--- src/hdl/rvcf_pkg.sv ---
`default_nettype none

package rvcf_pkg;

	localparam int VAL_W  = 32;
	localparam int DIST_W = 26;
	localparam int LOC_W  = 10;

	typedef logic signed [VAL_W-1:0] value_t;
	typedef logic [DIST_W-1:0] dist_t;
	typedef logic [LOC_W-1:0] loc_t;

	// Handshake between the job queue and its neighbours.
	typedef struct packed {
		logic full;
		logic empty;
	} queue_status_t;

endpackage

`default_nettype wire

--- src/hdl/rvcf_front.sv ---
`default_nettype none

module rvcf_front #(
	parameter int MAX_SAMPLES = 1024,
	parameter int IDX_W       = 10
) (
	input  logic                                  clk,
	input  logic                                  arst_n,
	input  logic                                  cfg_valid,
	output logic                                  cfg_ready,
	input  rvcf_pkg::value_t                      critical_value,
	input  logic                                  in_valid,
	output logic                                  in_ready,
	input  rvcf_pkg::value_t                      sample_value,
	input  logic                                  sample_valid,
	input  logic                                  end_of_ray,
	input  rvcf_pkg::queue_status_t               queue_status,
	output logic                                  job_push,
	output logic [IDX_W+2*rvcf_pkg::VAL_W+1:0]    job_data
);
	import rvcf_pkg::*;

	localparam int CNT_W = $clog2(MAX_SAMPLES + 1);

	value_t             cv_q;
	value_t             prev_q;
	logic               prev_valid_q;
	logic [CNT_W-1:0]   cnt_q;
	logic               found_q;
	logic               eq_q;
	logic [IDX_W-1:0]   idx_q;
	logic [VAL_W-1:0]   num_q;
	logic [VAL_W-1:0]   den_q;

	logic               accept;
	logic               examine;
	logic               is_eq;
	logic               rise;
	logic               fall;
	logic               new_hit;
	logic [CNT_W-1:0]   cnt_m1;
	logic [IDX_W-1:0]   idx_new;
	logic signed [VAL_W:0] prev_x;
	logic signed [VAL_W:0] cv_x;
	logic signed [VAL_W:0] cur_x;
	logic signed [VAL_W:0] num_x;
	logic signed [VAL_W:0] den_x;

	assign cfg_ready = 1'b1;
	assign in_ready  = !queue_status.full;
	assign accept    = in_valid && in_ready;
	assign job_push  = accept && end_of_ray;

	// A pair is looked at only while no hit is held and both indexes lie below the limit.
	assign examine = !found_q && prev_valid_q && (cnt_q != '0)
		&& (cnt_q < CNT_W'(MAX_SAMPLES));
	assign is_eq   = (prev_q == cv_q);
	assign rise    = (prev_q < cv_q) && (cv_q < sample_value);
	assign fall    = (prev_q > cv_q) && (cv_q > sample_value);
	assign new_hit = examine && (is_eq || (sample_valid && (rise || fall)));

	assign cnt_m1  = cnt_q - 1'b1;
	assign idx_new = cnt_m1[IDX_W-1:0];

	assign prev_x = {prev_q[VAL_W-1], prev_q};
	assign cv_x   = {cv_q[VAL_W-1], cv_q};
	assign cur_x  = {sample_value[VAL_W-1], sample_value};
	assign num_x  = rise ? (cv_x - prev_x) : (prev_x - cv_x);
	assign den_x  = rise ? (cur_x - prev_x) : (prev_x - cur_x);

	always_comb begin
		if (found_q) begin
			job_data = {1'b1, eq_q, idx_q, num_q, den_q};
		end else if (new_hit) begin
			job_data = {1'b1, is_eq, idx_new, num_x[VAL_W-1:0], den_x[VAL_W-1:0]};
		end else begin
			job_data = '0;
		end
	end

	always_ff @(posedge clk or negedge arst_n) begin
		if (!arst_n) begin
			cv_q <= '0;
		end else if (cfg_valid && cfg_ready) begin
			cv_q <= critical_value;
		end
	end

	always_ff @(posedge clk or negedge arst_n) begin
		if (!arst_n) begin
			prev_q       <= '0;
			prev_valid_q <= 1'b0;
			cnt_q        <= '0;
			found_q      <= 1'b0;
		end else if (accept) begin
			if (end_of_ray) begin
				prev_q       <= '0;
				prev_valid_q <= 1'b0;
				cnt_q        <= '0;
				found_q      <= 1'b0;
			end else begin
				prev_q       <= sample_value;
				prev_valid_q <= sample_valid;
				if (cnt_q < CNT_W'(MAX_SAMPLES)) begin
					cnt_q <= cnt_q + 1'b1;
				end
				if (new_hit) begin
					found_q <= 1'b1;
				end
			end
		end
	end

	always_ff @(posedge clk) begin
		if (accept && new_hit) begin
			eq_q  <= is_eq;
			idx_q <= idx_new;
			num_q <= num_x[VAL_W-1:0];
			den_q <= den_x[VAL_W-1:0];
		end
	end

endmodule

`default_nettype wire

--- src/hdl/rvcf_fifo.sv ---
`default_nettype none

module rvcf_fifo #(
	parameter int WIDTH = 8,
	parameter int DEPTH = 2
) (
	input  logic                    clk,
	input  logic                    arst_n,
	input  logic                    push,
	input  logic [WIDTH-1:0]        push_data,
	input  logic                    pop,
	output logic [WIDTH-1:0]        head_data,
	output rvcf_pkg::queue_status_t status
);
	import rvcf_pkg::*;

	localparam int PTR_W = (DEPTH > 1) ? $clog2(DEPTH) : 1;
	localparam int CNT_W = $clog2(DEPTH + 1);

	logic [WIDTH-1:0] slot_q [DEPTH];
	logic [PTR_W-1:0] wr_ptr_q;
	logic [PTR_W-1:0] rd_ptr_q;
	logic [CNT_W-1:0] count_q;
	logic             do_push;
	logic             do_pop;

	assign status.full  = (count_q == CNT_W'(DEPTH));
	assign status.empty = (count_q == '0);
	assign do_push      = push && !status.full;
	assign do_pop       = pop && !status.empty;
	assign head_data    = slot_q[rd_ptr_q];

	always_ff @(posedge clk or negedge arst_n) begin
		if (!arst_n) begin
			wr_ptr_q <= '0;
			rd_ptr_q <= '0;
			count_q  <= '0;
		end else begin
			if (do_push) begin
				wr_ptr_q <= (wr_ptr_q == PTR_W'(DEPTH - 1)) ? '0 : wr_ptr_q + 1'b1;
			end
			if (do_pop) begin
				rd_ptr_q <= (rd_ptr_q == PTR_W'(DEPTH - 1)) ? '0 : rd_ptr_q + 1'b1;
			end
			if (do_push && !do_pop) begin
				count_q <= count_q + 1'b1;
			end else if (do_pop && !do_push) begin
				count_q <= count_q - 1'b1;
			end
		end
	end

	always_ff @(posedge clk) begin
		if (do_push) begin
			slot_q[wr_ptr_q] <= push_data;
		end
	end

endmodule

`default_nettype wire

--- src/hdl/rvcf_back.sv ---
`default_nettype none

module rvcf_back #(
	parameter int FRACTION_BITS = 16,
	parameter int IDX_W         = 10
) (
	input  logic                                  clk,
	input  logic                                  arst_n,
	input  rvcf_pkg::queue_status_t               queue_status,
	input  logic [IDX_W+2*rvcf_pkg::VAL_W+1:0]    job_data,
	output logic                                  job_pop,
	output logic                                  out_valid,
	input  logic                                  out_ready,
	output logic                                  hit,
	output rvcf_pkg::dist_t                       hit_distance,
	output rvcf_pkg::loc_t                        hit_location
);
	import rvcf_pkg::*;

	localparam int STEP_W = $clog2(FRACTION_BITS + 1);
	localparam int SUM_W  = IDX_W + FRACTION_BITS + 1;
	localparam int WIDE_W = (SUM_W > DIST_W) ? SUM_W : DIST_W;
	localparam int LSUM_W = (IDX_W + 1 > LOC_W) ? IDX_W + 1 : LOC_W;

	localparam logic [1:0] ST_IDLE = 2'd0;
	localparam logic [1:0] ST_DIV  = 2'd1;
	localparam logic [1:0] ST_FIN  = 2'd2;
	localparam logic [1:0] ST_OUT  = 2'd3;

	logic [1:0]               state_q;
	logic [STEP_W-1:0]        step_q;
	logic                     hit_q;
	logic [IDX_W-1:0]         idx_q;
	logic [VAL_W-1:0]         rem_q;
	logic [VAL_W-1:0]         den_q;
	logic [FRACTION_BITS-1:0] quo_q;
	logic                     round_q;
	dist_t                    dist_q;
	loc_t                     loc_q;

	logic                     j_hit;
	logic                     j_eq;
	logic [IDX_W-1:0]         j_idx;
	logic [VAL_W-1:0]         j_num;
	logic [VAL_W-1:0]         j_den;
	logic                     j_div;
	logic [VAL_W:0]           rem_dbl;
	logic [VAL_W:0]           rem_sub;
	logic                     rem_ge;
	logic [WIDE_W-1:0]        dist_sum;
	logic [LSUM_W-1:0]        loc_sum;

	assign {j_hit, j_eq, j_idx, j_num, j_den} = job_data;
	assign j_div   = j_hit && !j_eq;
	assign job_pop = (state_q == ST_IDLE) && !queue_status.empty;

	// Restoring division: one quotient bit of num * 2^FRACTION_BITS / den per cycle.
	assign rem_dbl = {rem_q, 1'b0};
	assign rem_sub = rem_dbl - {1'b0, den_q};
	assign rem_ge  = (rem_dbl >= {1'b0, den_q});

	assign dist_sum = (WIDE_W'(idx_q) << FRACTION_BITS) + WIDE_W'(quo_q);
	assign loc_sum  = LSUM_W'(idx_q) + LSUM_W'(round_q);

	assign out_valid    = (state_q == ST_OUT);
	assign hit          = hit_q;
	assign hit_distance = dist_q;
	assign hit_location = loc_q;

	always_ff @(posedge clk or negedge arst_n) begin
		if (!arst_n) begin
			state_q <= ST_IDLE;
			step_q  <= '0;
			hit_q   <= 1'b0;
		end else begin
			case (state_q)
				ST_IDLE: begin
					if (!queue_status.empty) begin
						hit_q   <= j_hit;
						step_q  <= STEP_W'(FRACTION_BITS);
						state_q <= j_div ? ST_DIV : ST_FIN;
					end
				end
				ST_DIV: begin
					step_q <= step_q - 1'b1;
					if (step_q == STEP_W'(1)) begin
						state_q <= ST_FIN;
					end
				end
				ST_FIN: begin
					state_q <= ST_OUT;
				end
				ST_OUT: begin
					if (out_ready) begin
						state_q <= ST_IDLE;
					end
				end
				default: begin
					state_q <= ST_IDLE;
				end
			endcase
		end
	end

	always_ff @(posedge clk) begin
		case (state_q)
			ST_IDLE: begin
				idx_q   <= j_idx;
				rem_q   <= j_num;
				den_q   <= j_den;
				quo_q   <= '0;
				round_q <= j_div && ({j_num, 1'b0} > {1'b0, j_den});
			end
			ST_DIV: begin
				rem_q <= rem_ge ? rem_sub[VAL_W-1:0] : rem_dbl[VAL_W-1:0];
				quo_q <= {quo_q[FRACTION_BITS-2:0], rem_ge};
			end
			ST_FIN: begin
				dist_q <= hit_q ? dist_sum[DIST_W-1:0] : '0;
				loc_q  <= hit_q ? loc_sum[LOC_W-1:0] : '0;
			end
			default: begin
			end
		endcase
	end

endmodule

`default_nettype wire

--- src/hdl/ray_value_crossing_finder.sv ---
// Finds the first place along a ray where the samples meet critical_value. Samples are
// taken one per cycle; the beat flagged end_of_ray closes the ray and yields one result
// beat, with hit_distance as the sample index shifted up by FRACTION_BITS plus the
// interpolated fraction. The front end classifies sample pairs at full rate and hands each
// finished ray to a two-entry queue; the back end works out the fraction with a restoring
// divider that produces one quotient bit per cycle and takes the next ray from the queue
// only once the result beat of the last ray has been taken. Input beats stall only while
// the queue is full, i.e. when rays arrive faster than the back end takes them.
// No clearing pass is needed after reset.
`default_nettype none

module ray_value_crossing_finder #(
	parameter int MAX_SAMPLES   = 1024,
	parameter int FRACTION_BITS = 16
) (
	input  logic              clk,
	input  logic              arst_n,
	input  logic              cfg_valid,
	output logic              cfg_ready,
	input  rvcf_pkg::value_t  critical_value,
	input  logic              in_valid,
	output logic              in_ready,
	input  rvcf_pkg::value_t  sample_value,
	input  logic              sample_valid,
	input  logic              end_of_ray,
	output logic              out_valid,
	input  logic              out_ready,
	output logic              hit,
	output rvcf_pkg::dist_t   hit_distance,
	output rvcf_pkg::loc_t    hit_location
);
	import rvcf_pkg::*;

	localparam int IDX_W       = $clog2(MAX_SAMPLES);
	localparam int JOB_W       = IDX_W + 2 * VAL_W + 2;
	localparam int QUEUE_DEPTH = 2;

	queue_status_t    queue_status;
	logic             job_push;
	logic             job_pop;
	logic [JOB_W-1:0] push_job;
	logic [JOB_W-1:0] head_job;

	rvcf_front #(
		.MAX_SAMPLES (MAX_SAMPLES),
		.IDX_W       (IDX_W)
	) u_front (
		.clk            (clk),
		.arst_n         (arst_n),
		.cfg_valid      (cfg_valid),
		.cfg_ready      (cfg_ready),
		.critical_value (critical_value),
		.in_valid       (in_valid),
		.in_ready       (in_ready),
		.sample_value   (sample_value),
		.sample_valid   (sample_valid),
		.end_of_ray     (end_of_ray),
		.queue_status   (queue_status),
		.job_push       (job_push),
		.job_data       (push_job)
	);

	rvcf_fifo #(
		.WIDTH (JOB_W),
		.DEPTH (QUEUE_DEPTH)
	) u_queue (
		.clk       (clk),
		.arst_n    (arst_n),
		.push      (job_push),
		.push_data (push_job),
		.pop       (job_pop),
		.head_data (head_job),
		.status    (queue_status)
	);

	rvcf_back #(
		.FRACTION_BITS (FRACTION_BITS),
		.IDX_W         (IDX_W)
	) u_back (
		.clk          (clk),
		.arst_n       (arst_n),
		.queue_status (queue_status),
		.job_data     (head_job),
		.job_pop      (job_pop),
		.out_valid    (out_valid),
		.out_ready    (out_ready),
		.hit          (hit),
		.hit_distance (hit_distance),
		.hit_location (hit_location)
	);

endmodule

`default_nettype wire

--- config.mk ---
export PLATFORM = sky130hd
export DESIGN_NAME = ray_value_crossing_finder
export DESIGN_NICKNAME = d
export VERILOG_FILES = /design/src/hdl/rvcf_pkg.sv /design/src/hdl/rvcf_front.sv /design/src/hdl/rvcf_fifo.sv /design/src/hdl/rvcf_back.sv /design/src/hdl/ray_value_crossing_finder.sv
export SDC_FILE = /design/constraint.sdc
export NUM_CORES = 1
export LEC_CHECK = 0
export BUFFER_PORTS_ARGS = -buffer_cell sky130_fd_sc_hd__buf_2
export CAP_MARGIN = 15
export CORE_AREA = 5 5 228 230
export CTS_BUF_LIST = sky130_fd_sc_hd__clkbuf_16
export DETAILED_ROUTE_END_ITERATION = 6
export DIE_AREA = 0 0 233 235
export PLACE_DENSITY = 0.76
export SYNTH_ARGS = -nofsm -noshare
export SYNTH_HDL_FRONTEND = slang
export SYNTH_HIERARCHICAL = 1
export SYNTH_SLANG_ARGS = --single-unit
--- constraint.sdc ---
create_clock -name clk -period 5.57 [get_ports clk]
set_input_delay 0.557 -clock clk [delete_from_list [all_inputs] [get_ports clk]]
set_output_delay 0.557 -clock clk [all_outputs]
set_load 0.1 [all_outputs]
Word level (Yosys, flattened, before mapping)
Memories as Yosys holds them, arrays and structs flattened.
Cells that the tools add are included.
Cells by class
  reduce and logical (&&, ||, !) cells: 37
  order comparisons: 7
  bitwise logic cells: 1
  $add $sub $neg: 14
  equality and inequality tests: 9
  mux-type cells: 26
Operator list (count)
  subtractor 32 bit: 5
  2-to-1 mux 76 bit: 2
  2-to-1 mux 32 bit: 4
  > comparator 32 bit: 2
  less-than comparator 32 bit: 2
  one-hot mux 32 bit (2 select lines): 1
  >= comparator 33 x 32 -> 1 bit: 1
  > comparator 33 x 32 -> 1 bit: 1
  == test 32 bit: 1
  one-hot mux 16 bit (2 select lines): 1
  adder 26 x 16 -> 26 bit: 1
  2-to-1 mux 11 bit: 2
  logical AND 1 bit: 17
  2-to-1 mux 2 bit: 6
  adder 11 x 1 -> 11 bit (second input constant): 1
  less-than comparator 11 bit (second input constant): 1
  nonzero test 11 bit: 1
  adder 10 x 1 -> 10 bit: 1
  one-hot mux 5 bit (2 select lines): 1
  subtractor 10 x 1 -> 10 bit (second input constant): 1
  one-hot mux 2 bit (4 select lines): 1
  AND reduction 2 bit: 4
  nonzero test 2 bit: 4
  2-to-1 mux 1 bit: 7
  other kinds (15): 26
Word-level totals
  output and inout port bits: 40
  input port bits: 71
  bits in registers: 291
  word-level logic and storage cells: 117
  bits in writable memories: 152
  memories kept: 1
Memory list
  u_queue.slot_q: depth 2, bits a word 76, read ports 1, clocked after memory_dff 0, wr ports 1, RTL line rvcf_fifo.sv:20  | logic [WIDTH-1:0] slot_q [DEPTH];

Logic depth before layout (Yosys ltp)
  depth after elaboration: 9
  depth in mapped cells: 14
  mapped depth without buffers: 12

Hierarchy
Netlist, hierarchy kept.
Modules (own cells, without submodules)
  rvcf_front: cells each 1577, sequential area each 4179.0 um^2, area an instance 13734.4 um^2, times used 1
  rvcf_back: cells each 819, sequential area each 4013.8 um^2, area an instance 8374.3 um^2, times used 1
  rvcf_fifo: cells each 256, sequential area each 4664.5 um^2, area an instance 5816.8 um^2, times used 1

Least setup slack after synthesis
OpenSTA, ideal clock, no wires.
  path type: input to register
  start point: in sample_value[15]
  end point: reg u_front.den_q[0] (enable)
  path buffers: 0
  required time: 5.059 ns
  data arrival time: 5.689 ns
  stages: 10
  setup time: 0.511 ns
  slack: -0.630 ns
  cell sequence: inv_1 -> ha_1 -> nand4_1 -> nor4_1 -> a21boi_1 -> o32a_1 -> mux2i_4 -> o211ai_1 -> a21o_1 -> nor2_1
On the way
  cells in the longest elaborated chain, start to end: 7
  elaborated cells on any way between the ends: 9
  those cells by class: 2 x order compare; 7 x reduce/logical
Ends and longest elaborated chain
  start: declaration: RTL line ray_value_crossing_finder.sv:23  | input rvcf_pkg::value_t sample_value,
  less-than comparator 32 bit / > comparator 32 bit (equally long branches): RTL line rvcf_front.sv:58, rvcf_front.sv:59
  logical AND 1 bit, on equally long branches: RTL line rvcf_front.sv:58, rvcf_front.sv:59
  logical OR 1 bit (*): RTL line rvcf_front.sv:60  | assign new_hit = examine && (is_eq || (sample_valid && (rise || fall)));
  logical AND 1 bit (*): RTL line rvcf_front.sv:60
  logical OR 1 bit (*): RTL line rvcf_front.sv:60
  logical AND 1 bit (*): RTL line rvcf_front.sv:60
  logical AND 1 bit (*): RTL line rvcf_front.sv:115  | if (accept && new_hit) begin
  end signal: assignment: RTL line rvcf_front.sv:119  | den_q <= den_x[VAL_W-1:0];
  end: declaration: RTL line rvcf_front.sv:33  | logic [VAL_W-1:0] den_q;
Every way passes the cells marked *; elsewhere a longest branch is shown, timed or not.
A chain may end at the register's enable or synchronous reset.

Worst setup path in the final report
  start point: reg u_front.cv_q[31]
  end point: mem u_queue/slot_q[0][2] (netlist bit) (data pin)
On the way
  elaborated cells on any way between the ends: 14
  those cells by class: 4 x order compare; 1 x eq/ne; 3 x mux; 6 x reduce/logical
RTL lines
  start: declaration: RTL line rvcf_front.sv:25  | value_t cv_q;
  start signal: assignment: RTL line rvcf_front.sv:85  | cv_q <= critical_value;
  less-than comparator 32 bit: RTL line rvcf_front.sv:58  | assign rise = (prev_q < cv_q) && (cv_q < sample_value);
  logical AND 1 bit (*): RTL line rvcf_front.sv:58
  2-to-1 mux 32 bit (*): RTL line rvcf_front.sv:69  | assign den_x = rise ? (cur_x - prev_x) : (prev_x - cur_x);
  net u_front.den_x[2]: RTL line rvcf_front.sv:47  | logic signed [VAL_W:0] den_x;
  2-to-1 mux 76 bit (*): RTL line rvcf_front.sv:74  | end else if (new_hit) begin
  2-to-1 mux 76 bit (*): RTL line rvcf_front.sv:72  | if (found_q) begin
  net push_job[2]: RTL line ray_value_crossing_finder.sv:41  | logic [JOB_W-1:0] push_job;
  end: declaration: RTL line rvcf_fifo.sv:20
Mark *: on every way through the listed nets, which the timed path passes. The rest lies on a longest branch.

==> impl_metrics.yaml <==
cts:
  cts_tree: "built"
  clk_pin_slew_worst_paths_ns: 0.06
  cts.sinks: 443
  cts_hold_buf: 1
  cts_resized: 0
  post-cts-setup-buffers: 0
  clockBufferDepth: 3
  cts_buffers: 47
  worstSkewPairLatency_ns: 0.61
  cts-root-buf: "clkbuf_16"
  htree_levels: 2
setup_path:
  cp_slowest_cell: "nor4_1"
  path_buf_inv: 1
  rr_worst_depth: 10
  critPathRequiredTime_ns: 6.01
  r2r-end: "u_queue/slot_q[0][2]"
  cp-end-kind: "register"
  critPathMaxFanout: 23
  critical_path.top_delay_family: "simple AND/OR/NAND/NOR gates"
  rr_startpoint: "u_front/cv_q[31]"
  regToRegSetupSlack_ns: 0.79
  cp-start-kind: "register"
  max_stage_delay_ns: 1.07
  cp_cell_sequence: "ha_1 -> nand4_1 -> nor4_1 -> o32a_1 -> mux2_2 -> a21oi_4 -> buf_12 -> mux2i_1 -> xor2_1 -> a22o_1"
  crit_type: "register to register"
  cp.arrival_ns: 5.22
synthesis:
  ys.flop_type: "edfxtp_1"
  ys_async_sr_fraction: 0.201
  synth_cell_type_count: 82
  synth_edf_count: 354
  synth.avg_cell_area_um2: 10.5
  yosysSeqAreaShare: 0.460
  yosys_warnings: 6
  synthTopCellsByArea: "edfxtp_1 38%, ha_1 10%, dfrtp_1 8.0%, o21ai_0 3.3%, a21oi_1 3.2%"
  synth-seq-cells: 443
  synth_common_cells: "354 x edfxtp_1, 232 x ha_1, 218 x inv_1"
  syn_nets: 2960
  synth_most_common_cell: "edfxtp_1"
  yosysTopAreaCellShare: 0.381
  synth_top_cell_by_area: "edfxtp_1"
  syn-cell-area_mm2: 0.0279
  synth_cells: 2652
floorplan:
  coreArea_mm2: 0.0497
  die_height_um: 235
  die_area_mm2: 0.0548
  rows: 82
  pin_count: 111
  start_util: 0.562
  fp.dieW_um: 233
drt:
  drc: 0
  final_antenna_net_count: 0
  drt_iter0_markers: 2090
  drt-pass1-iter-count: 6
  route.vias.total: 20966
  wirelength_um: 75000
  wl_per_cell_um: 22.0
  vias_per_cell: 6.15
pwr:
  power.internal_mw: 10.0
  power_density_mw_per_mm2: 607
  ir_worst_vdd_mv: 0.423
  clockPowerShare: 0.166
  switchingPower_mw: 8.47
  combPwrFrac: 0.543
  seq_power_share: 0.291
  p_sw_frac: 0.458
  p_leak_nw: 12.8
hold_path:
  hold_depth: 3
  min_from: "critical_value[19]"
  hp-class: "input port to register"
  holdPathEnd: "u_front/cv_q[19]"
grt:
  antenna_found_initial: 1
  grt_max_degree: 78
  track_usage: 0.267
  grt_pass1_vias: 20402
  overflow: 0
  grt_pass1_wl_um: 117000
timing:
  finalSetupTns_ns: 0
  whs_ns: 0.158
  period_share: 0.857
  rsz0062_at_grt: "false"
  worst_pin_slew_ns: 1.22
  fin_skew_ns: 0.0325
  max_freq_mhz: 209
  slew_violations: 0
  setup_viol: 0
  hold_violations: 0
  relSlewSlack: 0.178
  finalCriticalPeriod_ns: 4.78
final_layout:
  drive_above_1_share: 0.116
  layout.nets: 3008
  n_antenna_cell: 0
  fill_cells: 4032
  area_growth_pct: 9.08
run:
  cap_violations: 0
place:
  io_buffers: 109
  place.gp.congestion: 0.983
  dp_hpwl_um: 56900
outcome:
  status: "completed"
==> worst max-delay path by stage <==
stage | startpoint | end | slack, ns | depth (start not counted)
floorplan | sample_value[15] | u_front/den_q[0] | 0.64 | 10
global placement | sample_value[31] | u_queue/slot_q[0][57] | 0.49 | 11
detailed placement | sample_value[31] | u_queue/slot_q[1][6] | 0.47 | 12
CTS | u_front/cv_q[31] | u_queue/slot_q[0][2] | 0.81 | 10
global route | u_front/cv_q[31] | u_queue/slot_q[0][6] | 0.65 | 10
finish | u_front/cv_q[31] | u_queue/slot_q[0][2] | 0.79 | 10
==> per-layer routing <==
layer | global-route usage | routed length (µm) | up-vias
met4 | 0.0757 | 2250 | 2
met3 | 0.0326 | 4520 | 129
li1 | - | - | 9852
met1 | 0.397 | 34300 | 10202
met2 | 0.416 | 33900 | 781
met5 | 0 | 18 | -
==> cell type report <==
cell class,count,area (µm²),share of cell area
clock buffer,47,1180,0.0386
clock inverter,41,357,0.0117
inverter,219,822,0.0270
multi-input combinational,1853,13600,0.447
sequential,443,12900,0.422
tap,672,841,0.0276
timing repair buffer,136,795,0.0261
==> tightest hold or removal path, delay by kind of cell <==
kind | cells | cell delay (ns)
AO/OA/AOI/OAI | 1 | 0.06
buffers and inverters | 1 | 0.07
AND/OR/NAND/NOR | 1 | 0.03
==> power groups by stage <==
stage | Sequential, mW | Combinational [mW] | Clock (mW)
after global routing | 5.47 | 10.9 | 3.29
after detailed placement | 5.45 | 9.77 | 0
after global placement | 5.41 | 9.61 | 0
final | 5.38 | 10.0 | 3.07
after floorplan | 6.14 | 6.57 | 0
after CTS | 5.39 | 9.85 | 3.14
==> placed cells by master (no fill, tap or decap), drive strengths merged, types with 10 or more instances in the layout <==
cell type	netlist	final
a211oi	20	20
a21o	87	87
a21oi	183	183
a22o	68	68
a31oi	43	43
and2	61	61
and3	10	10
buf	52	135
clkbuf	85	47
clkinv	1	22
dfrtp	89	89
edfxtp	354	354
ha	232	232
inv	218	233
mux2	79	79
mux2i	55	55
nand2	184	184
nand2b	26	26
nand3	37	37
nand4	44	44
nor2	116	116
nor2b	21	21
nor3	25	25
nor4	14	14
o211ai	45	45
o21a	13	13
o21ai	193	193
o21bai	16	16
o31ai	39	39
or2	12	12
or3	13	13
xnor2	65	65
xor2	45	45
==> cell families after synthesis <==
family                     synth area share
AOI/OAI and AO/OA                     0.185
xor gates and xnor gates             0.0345
adders and majority gates             0.108
buffers and inverters                0.0541
DFF                                   0.460
muxes                                0.0561
other                              0.000134
and+or+nand+nor                       0.103
==> registers in the layout, summed over array words and instances (netlist names) <==
register	count
u_back/step_q	5
u_back/hit_distance	26
u_back/hit_location	10
u_front/cnt_q	11
u_front/found_q	1
u_queue/wr_ptr_q	1
u_front/prev_valid_q	1
u_queue/count_q	2
u_front/den_q	32
u_queue/rd_ptr_q	1
u_front/prev_q	32
u_back/hit	1
u_back/rem_q	32
u_back/round_q	1
u_back/idx_q	10
u_queue/slot_q	152
u_front/eq_q	1
u_back/state_q	2
u_front/idx_q	10
u_front/num_q	32
u_front/cv_q	32
u_back/quo_q	16
u_back/den_q	32
==> stage by stage <==
step	util	cell area (µm²)	std cells	total power, mW	setup WS (ns)
floorplan	-	27900	2652	12.7	0.639
global placement	0.582	28900	3320	15.0	0.494
detailed placement	0.582	28900	3320	15.2	0.473
CTS	0.613	30400	3409	18.4	0.810
global route	0.613	30500	3411	19.6	0.645
finish	0.613	30500	3411	18.5	0.794
No activity file was read; power rests on OpenSTA's default activity.
